### src/hw/rtl/cgsr_pkg.sv
package cgsr_pkg;

  // Board geometry and size limit
  localparam int BOARD_COLS = 80;
  localparam int BOARD_ROWS = 25;
  localparam int MAX_SIZE   = 63;

  localparam int CELL_COUNT = BOARD_COLS * BOARD_ROWS;
  localparam int COL_W      = $clog2(BOARD_COLS);
  localparam int ROW_W      = $clog2(BOARD_ROWS);
  localparam int ADDR_W     = $clog2(CELL_COUNT);

  // Request and response field widths
  localparam int CMD_W    = 2;
  localparam int KIND_W   = 2;
  localparam int POS_W    = 8;
  localparam int SZ_W     = 6;
  localparam int CHAR_W   = 8;
  localparam int RROW_W   = 5;
  localparam int RCOL_W   = 7;

  // Scan offsets are signed, one bit wider than the size
  localparam int OFF_W    = SZ_W + 1;
  localparam int D2_W     = 2 * OFF_W + 1;
  localparam int CRD_W    = POS_W + 1;

  localparam logic [CHAR_W-1:0] BLANK_CELL = 8'h20;

  // Command codes
  localparam logic [CMD_W-1:0] CMD_DRAW  = 2'd0;
  localparam logic [CMD_W-1:0] CMD_CLEAR = 2'd1;
  localparam logic [CMD_W-1:0] CMD_READ  = 2'd2;

  // Shape codes
  localparam logic [KIND_W-1:0] SHAPE_TRI    = 2'd0;
  localparam logic [KIND_W-1:0] SHAPE_CIRCLE = 2'd1;
  localparam logic [KIND_W-1:0] SHAPE_SQUARE = 2'd2;
  localparam logic [KIND_W-1:0] SHAPE_LINE   = 2'd3;

  // Controller to datapath commands
  typedef struct packed {
    logic load;
    logic setup;
    logic scan_en;
    logic clr_en;
    logic rd_en;
    logic rsp_load;
  } dp_cmd_t;

  // Datapath to controller status
  typedef struct packed {
    logic scan_last;
    logic clr_last;
  } dp_stat_t;

endpackage

### src/hw/rtl/cgsr_ctrl.sv
module cgsr_ctrl import cgsr_pkg::*; (
  input  logic             clk,
  input  logic             rst,
  input  logic             in_valid,
  output logic             in_ready,
  input  logic [CMD_W-1:0] in_command,
  input  logic [SZ_W-1:0]  in_size,
  output logic             out_valid,
  input  logic             out_ready,
  output dp_cmd_t          cmd,
  input  dp_stat_t         stat
);

  localparam logic [2:0] ST_INIT   = 3'd0;
  localparam logic [2:0] ST_IDLE   = 3'd1;
  localparam logic [2:0] ST_SETUP  = 3'd2;
  localparam logic [2:0] ST_SCAN   = 3'd3;
  localparam logic [2:0] ST_DRAIN  = 3'd4;
  localparam logic [2:0] ST_CLEAR  = 3'd5;
  localparam logic [2:0] ST_READ   = 3'd6;
  localparam logic [2:0] ST_FINISH = 3'd7;

  logic [2:0] state, state_next;
  logic       out_valid_next;
  logic       out_free;

  assign out_free = !out_valid || out_ready;
  assign in_ready = (state == ST_IDLE);

  // Next state and datapath commands
  always_comb begin
    state_next = state;
    cmd        = '0;
    unique case (state)
      ST_INIT: begin
        cmd.clr_en = 1'b1;
        if (stat.clr_last) state_next = ST_IDLE;
      end
      ST_IDLE: begin
        if (in_valid) begin
          cmd.load = 1'b1;
          if (in_command == CMD_DRAW) begin
            state_next = (in_size == '0) ? ST_FINISH : ST_SETUP;
          end else if (in_command == CMD_CLEAR) begin
            state_next = ST_CLEAR;
          end else if (in_command == CMD_READ) begin
            state_next = ST_READ;
          end else begin
            state_next = ST_FINISH;
          end
        end
      end
      ST_SETUP: begin
        cmd.setup  = 1'b1;
        state_next = ST_SCAN;
      end
      ST_SCAN: begin
        cmd.scan_en = 1'b1;
        if (stat.scan_last) state_next = ST_DRAIN;
      end
      ST_DRAIN: state_next = ST_FINISH;
      ST_CLEAR: begin
        cmd.clr_en = 1'b1;
        if (stat.clr_last) state_next = ST_FINISH;
      end
      ST_READ: begin
        cmd.rd_en  = 1'b1;
        state_next = ST_FINISH;
      end
      ST_FINISH: begin
        if (out_free) begin
          cmd.rsp_load = 1'b1;
          state_next   = ST_IDLE;
        end
      end
      default: state_next = ST_INIT;
    endcase
  end

  // Output valid holds until the receiver takes the value
  always_comb begin
    if (cmd.rsp_load) out_valid_next = 1'b1;
    else              out_valid_next = out_valid && !out_ready;
  end

  always_ff @(posedge clk) begin
    if (rst) begin
      state     <= ST_INIT;
      out_valid <= 1'b0;
    end else begin
      state     <= state_next;
      out_valid <= out_valid_next;
    end
  end

endmodule

### config.mk
export PLATFORM = sky130hd
export DESIGN_NAME = cgsr_ctrl
export DESIGN_NICKNAME = d
export VERILOG_FILES = /design/src/hw/rtl/cgsr_pkg.sv /design/src/hw/rtl/cgsr_ctrl.sv
export SDC_FILE = /design/constraint.sdc
export NUM_CORES = 1
export LEC_CHECK = 0
export BUFFER_PORTS_ARGS = -buffer_cell sky130_fd_sc_hd__buf_2
export CAP_MARGIN = 5
export CORE_AREA = 2 2 39 41
export DETAILED_ROUTE_END_ITERATION = 16
export DIE_AREA = 0 0 41 43
export GPL_TIMING_DRIVEN = 0
export PLACE_DENSITY_LB_ADDON = 0.05
export RECOVER_POWER = 100
export SLEW_MARGIN = 20
export SYNTH_ARGS = -nofsm -noshare
export SYNTH_HDL_FRONTEND = slang
export SYNTH_SLANG_ARGS = --single-unit
### constraint.sdc
create_clock -name clk -period 1.66 [get_ports clk]
set_input_delay 0.332 -clock clk [delete_from_list [all_inputs] [get_ports clk]]
set_output_delay 0.332 -clock clk [all_outputs]
set_load 0.01 [all_outputs]
# After elaboration in Yosys (flattened, before gate mapping)
# Cells that the tools add are included.
# word_totals
word_cells	45
reg_bits	4
input_bits	14
out_inout_bits	8
# op_classes
eq_ne	14
mux	19
reduce_logical	10
# ops
operator	count
$mux W3	8
$pmux W3 S7	1
$eq A3 B3 Y1 const B	4
$mux W1	10
$ne A2 B2 Y1 const B	5
$eq A3 B2 Y1 const B	2
$logic_not A6 Y1	1
$reduce_and A5 Y1	1
$reduce_or A2 Y1	2
$eq A3 B1 Y1 const B	1
$logic_not A3 Y1	1
$eq A2 B1 Y1 const B	1
$eq A2 B2 Y1 const B	1
$logic_not A1 Y1	2
$logic_not A2 Y1	1
$logic_and A1 B1 Y1	1
$logic_or A1 B1 Y1	1

# Depth between registers and ports, before layout
# depth
word_depth	6
depth_mapped	4
ltp_nobuf	3

# Least setup slack after synthesis
# OpenSTA, ideal clock, no wires.
# synth_timing
path_type	input-to-reg
startpoint	in in_size[1]
endpoint	reg state[0]
arrival_ps	1426
slack_ps	155
path_buffers	0
setup_time_ps	79
required_time_ps	1581
cell_stages	3
cell_sequence	or4_4 > or4_4 > a211oi_2
# synth_via
elab_chain_cells	5
# synth_lines
element	line	rtl
start, declared	cgsr_ctrl.sv:7	input logic [SZ_W-1:0] in_size,
$logic_not A6 Y1	cgsr_ctrl.sv:43	state_next = (in_size == '0) ? ST_FINISH : ST_SETUP;
$mux W3	cgsr_ctrl.sv:43	
$mux W3	cgsr_ctrl.sv:42	if (in_command == CMD_DRAW) begin
$mux W3	cgsr_ctrl.sv:40	if (in_valid) begin
$pmux W3 S7	cgsr_ctrl.sv:34	unique case (state)
end signal, assigned	cgsr_ctrl.sv:91	state <= state_next;
end, declared	cgsr_ctrl.sv:23	logic [2:0] state, state_next;
# No other way between the ends. The select of a mux whose other input is x is not followed.
# A chain may end at the register's enable or synchronous reset.

==> flow_summary.ini <==
[cells_and_area]
syn2layout_area_growth_pct = 47.2
antenna_cells = 0
fillers = 168
fin_nets = 80
drive_gt1_frac = 0.391

[timing]
tightest_slew_ps = 217
finalSetupTns_ps = 0
min_period_ps = 1520
finalCritPeriodShare = 0.918
relSlewSlack = 0.851
finalSetupViolCount = 0
finalWorstSetupSlack_ps = 136
hold_viol = 0
whs_ps = 276
skew_ps = 6.34
rsz0062_at_grt = no
slew_viol_final = 0
fmax_mhz = 656

[floorplan]
die-area_sq_mm = 0.00176
fp.dieH_um = 43
rows = 14
core_region_area_sq_mm = 0.00138
die_w_um = 41
start_util = 0.226
io_pins = 22

[yosys]
avgSynthCellArea_sq_um = 7.82
synth_area_sq_um = 313
synth_top_area_cell = dfxtp_1
ys.flop_type = dfxtp_1
synthCells = 40
synth_cell_types = 25
ys_ff_latch = 4
synth_top_area_frac = 0.256
ys_warn_count = 0
synth_commonest_cells = nor2_1 (5), dfxtp_1 (4)
synth-seq-area-share = 0.256
synth_nets = 54
synth_edf_count = 0
synthArstFlopShare = 0
yosysMostFrequentCell = nor2_1
synthTopCellsByArea = dfxtp_1 (26%), or4_4 (7.2%), nor2_1 (6.0%), o21bai_1 (4.8%), a211oi_2 (4.0%)

[cts]
cts_sinks = 4
cts-htree-levels = 1
clk_pin_slew_ps = 40
clock_latency_ps = 240
clk_path_buf_depth = 2
cts_buffers = 3
root_buffer = clkbuf_4
cts_tree = built

[pwr]
leakage_nw = 0.204
max-vdd-ir-drop_mv = 0.311
pwr_density_cell_mw_per_mm2 = 835

[global_route]
grt_pass1_vias = 334
antenna_found_initial = 0
grt_util_all_layers = 0.112
grt_remaining_overflow = 0
grt_pass1_wl_um = 1300
grt_max_degree = 11

[worst_hold_path]
min_to = out_valid$_SDFF_PP0_
min_path_cells = 2
hp-class = in2reg
holdCritStartpoint = rst

[setup_path]
r2r_cells = 4
r2r_end = state[1]$_SDFFE_PP0P_
r2r_slack_ps = 380
startpoint_type = flip-flop
regToRegStartpoint = state[1]$_SDFFE_PP0P_
crit_type = reg2out
cp_data_required_time_ps = 1330
end_kind = output port
path_max_fanout = 10
crit_arrival_ps = 1190

[detailed_routing]
via_per_inst = 4.64
first_pass_iters = 2
ant_nets = 0
routed_wl_um = 816
vias = 371
drc = 0
wl_per_cell_um = 10.2
drt_iter0_markers = 3

[job]
cap_violations = 0

[placement]
io_buffer_count = 21
hpwl_um = 631
gp_congestion = 0.641
pre_cts_ws_ps = -3.18

[status]
outcome = completed
==> where the power goes <==
part	leakage (nW)	internal, W	switching (W)
registers	0.0329	0.000107	0.00000336
clock network	0.0138	0.0000812	0.0000447
logic	0.158	0.0000663	0.0000818
total	0.204	0.000254	0.000130
==> worst max-delay path, stage by stage (launching register included) <==
cell	delay, ps
dfxtp_1	310
buf_2	210
inv_1	90
nor3b_1	170
clkbuf_2	160
==> registers in the layout (all words and copies together), names as in the netlist <==
| signal | cells |
|---|---|
| out_valid | 1 |
| state | 3 |
==> layout by cell type (no fill, tap or decap), drive strengths merged <==
cell type  instances
buf               15
clkbuf            12
nor2               5
dfxtp              4
nor3               2
nor2b              2
nand3              2
a21oi              2
o21bai             2
a211oi             2
or4                2
nand2b             2
inv                1
nor3b              1
xor2               1
and2               1
or3b               1
o21ai              1
a311oi             1
mux2i              1
or3                1
nor4               1
o31ai              1
and3b              1
==> cell type report <==
type / count / area [sq um] / share of cell area
multi-input combinational: 32 / 218 / 0.473
timing repair buffer: 21 / 98.8 / 0.215
sequential: 4 / 80.1 / 0.174
clock buffer: 3 / 22.5 / 0.0489
tap: 16 / 20.0 / 0.0435
buffer: 3 / 17.5 / 0.0380
inverter: 1 / 3.75 / 0.00815
==> through the flow <==
stage / cells / cell area [sq um] / util / total power [W]
CTS: 80 / 460 / 0.333 / 0.000388
floorplan: 40 / 313 / - / 0.000205
finish: 80 / 460 / 0.333 / 0.000384
detailed placement: 77 / 438 / 0.316 / 0.000257
global placement: 77 / 438 / 0.316 / 0.000260
global route: 80 / 460 / 0.333 / 0.000429
==> worst max path at each step <==
stage / startpoint / to / slack, ps / depth (start not counted)
2_1_floorplan: in_size[1] / state[0]$_SDFFE_PP0P_ / 160 / 3
3_3_place_gp: in_size[1] / state[0]$_SDFFE_PP0P_ / -10 / 4
3_5_place_dp: in_size[1] / state[0]$_SDFFE_PP0P_ / -3 / 4
4_1_cts: state[2]$_SDFFE_PP0P_ / cmd[0] / 3 / 4
5_1_grt: state[2]$_SDFFE_PP0P_ / cmd[0] / 20 / 4
6_report: state[1]$_SDFFE_PP0P_ / cmd[1] / 140 / 4
==> routing by layer <==
metal / wire [um] / up-vias / track usage
met5: 0 / - / 0
met1: 404 / 153 / 0.144
met3: 78 / 3 / 0.0471
met4: 15 / 0 / 0.0600
li1: - / 196 / -
met2: 318 / 19 / 0.153
==> logic make-up after synthesis <==
group / after synthesis / synth area share
and+or+nand+nor: 21 / 0.416
DFF: 4 / 0.256
buffers and inverters: 4 / 0.0560
AOI/OAI and AO/OA: 9 / 0.212
muxes: 1 / 0.0320
xor gates and xnor gates: 1 / 0.0280
==> timing repair <==
action,4_1_cts,5_1_grt
setup buffers,0,0
setup endpoints to repair,0,4
hold buffers,0,0
resized for setup,0,4
Power figures use the tool's default switching activity.
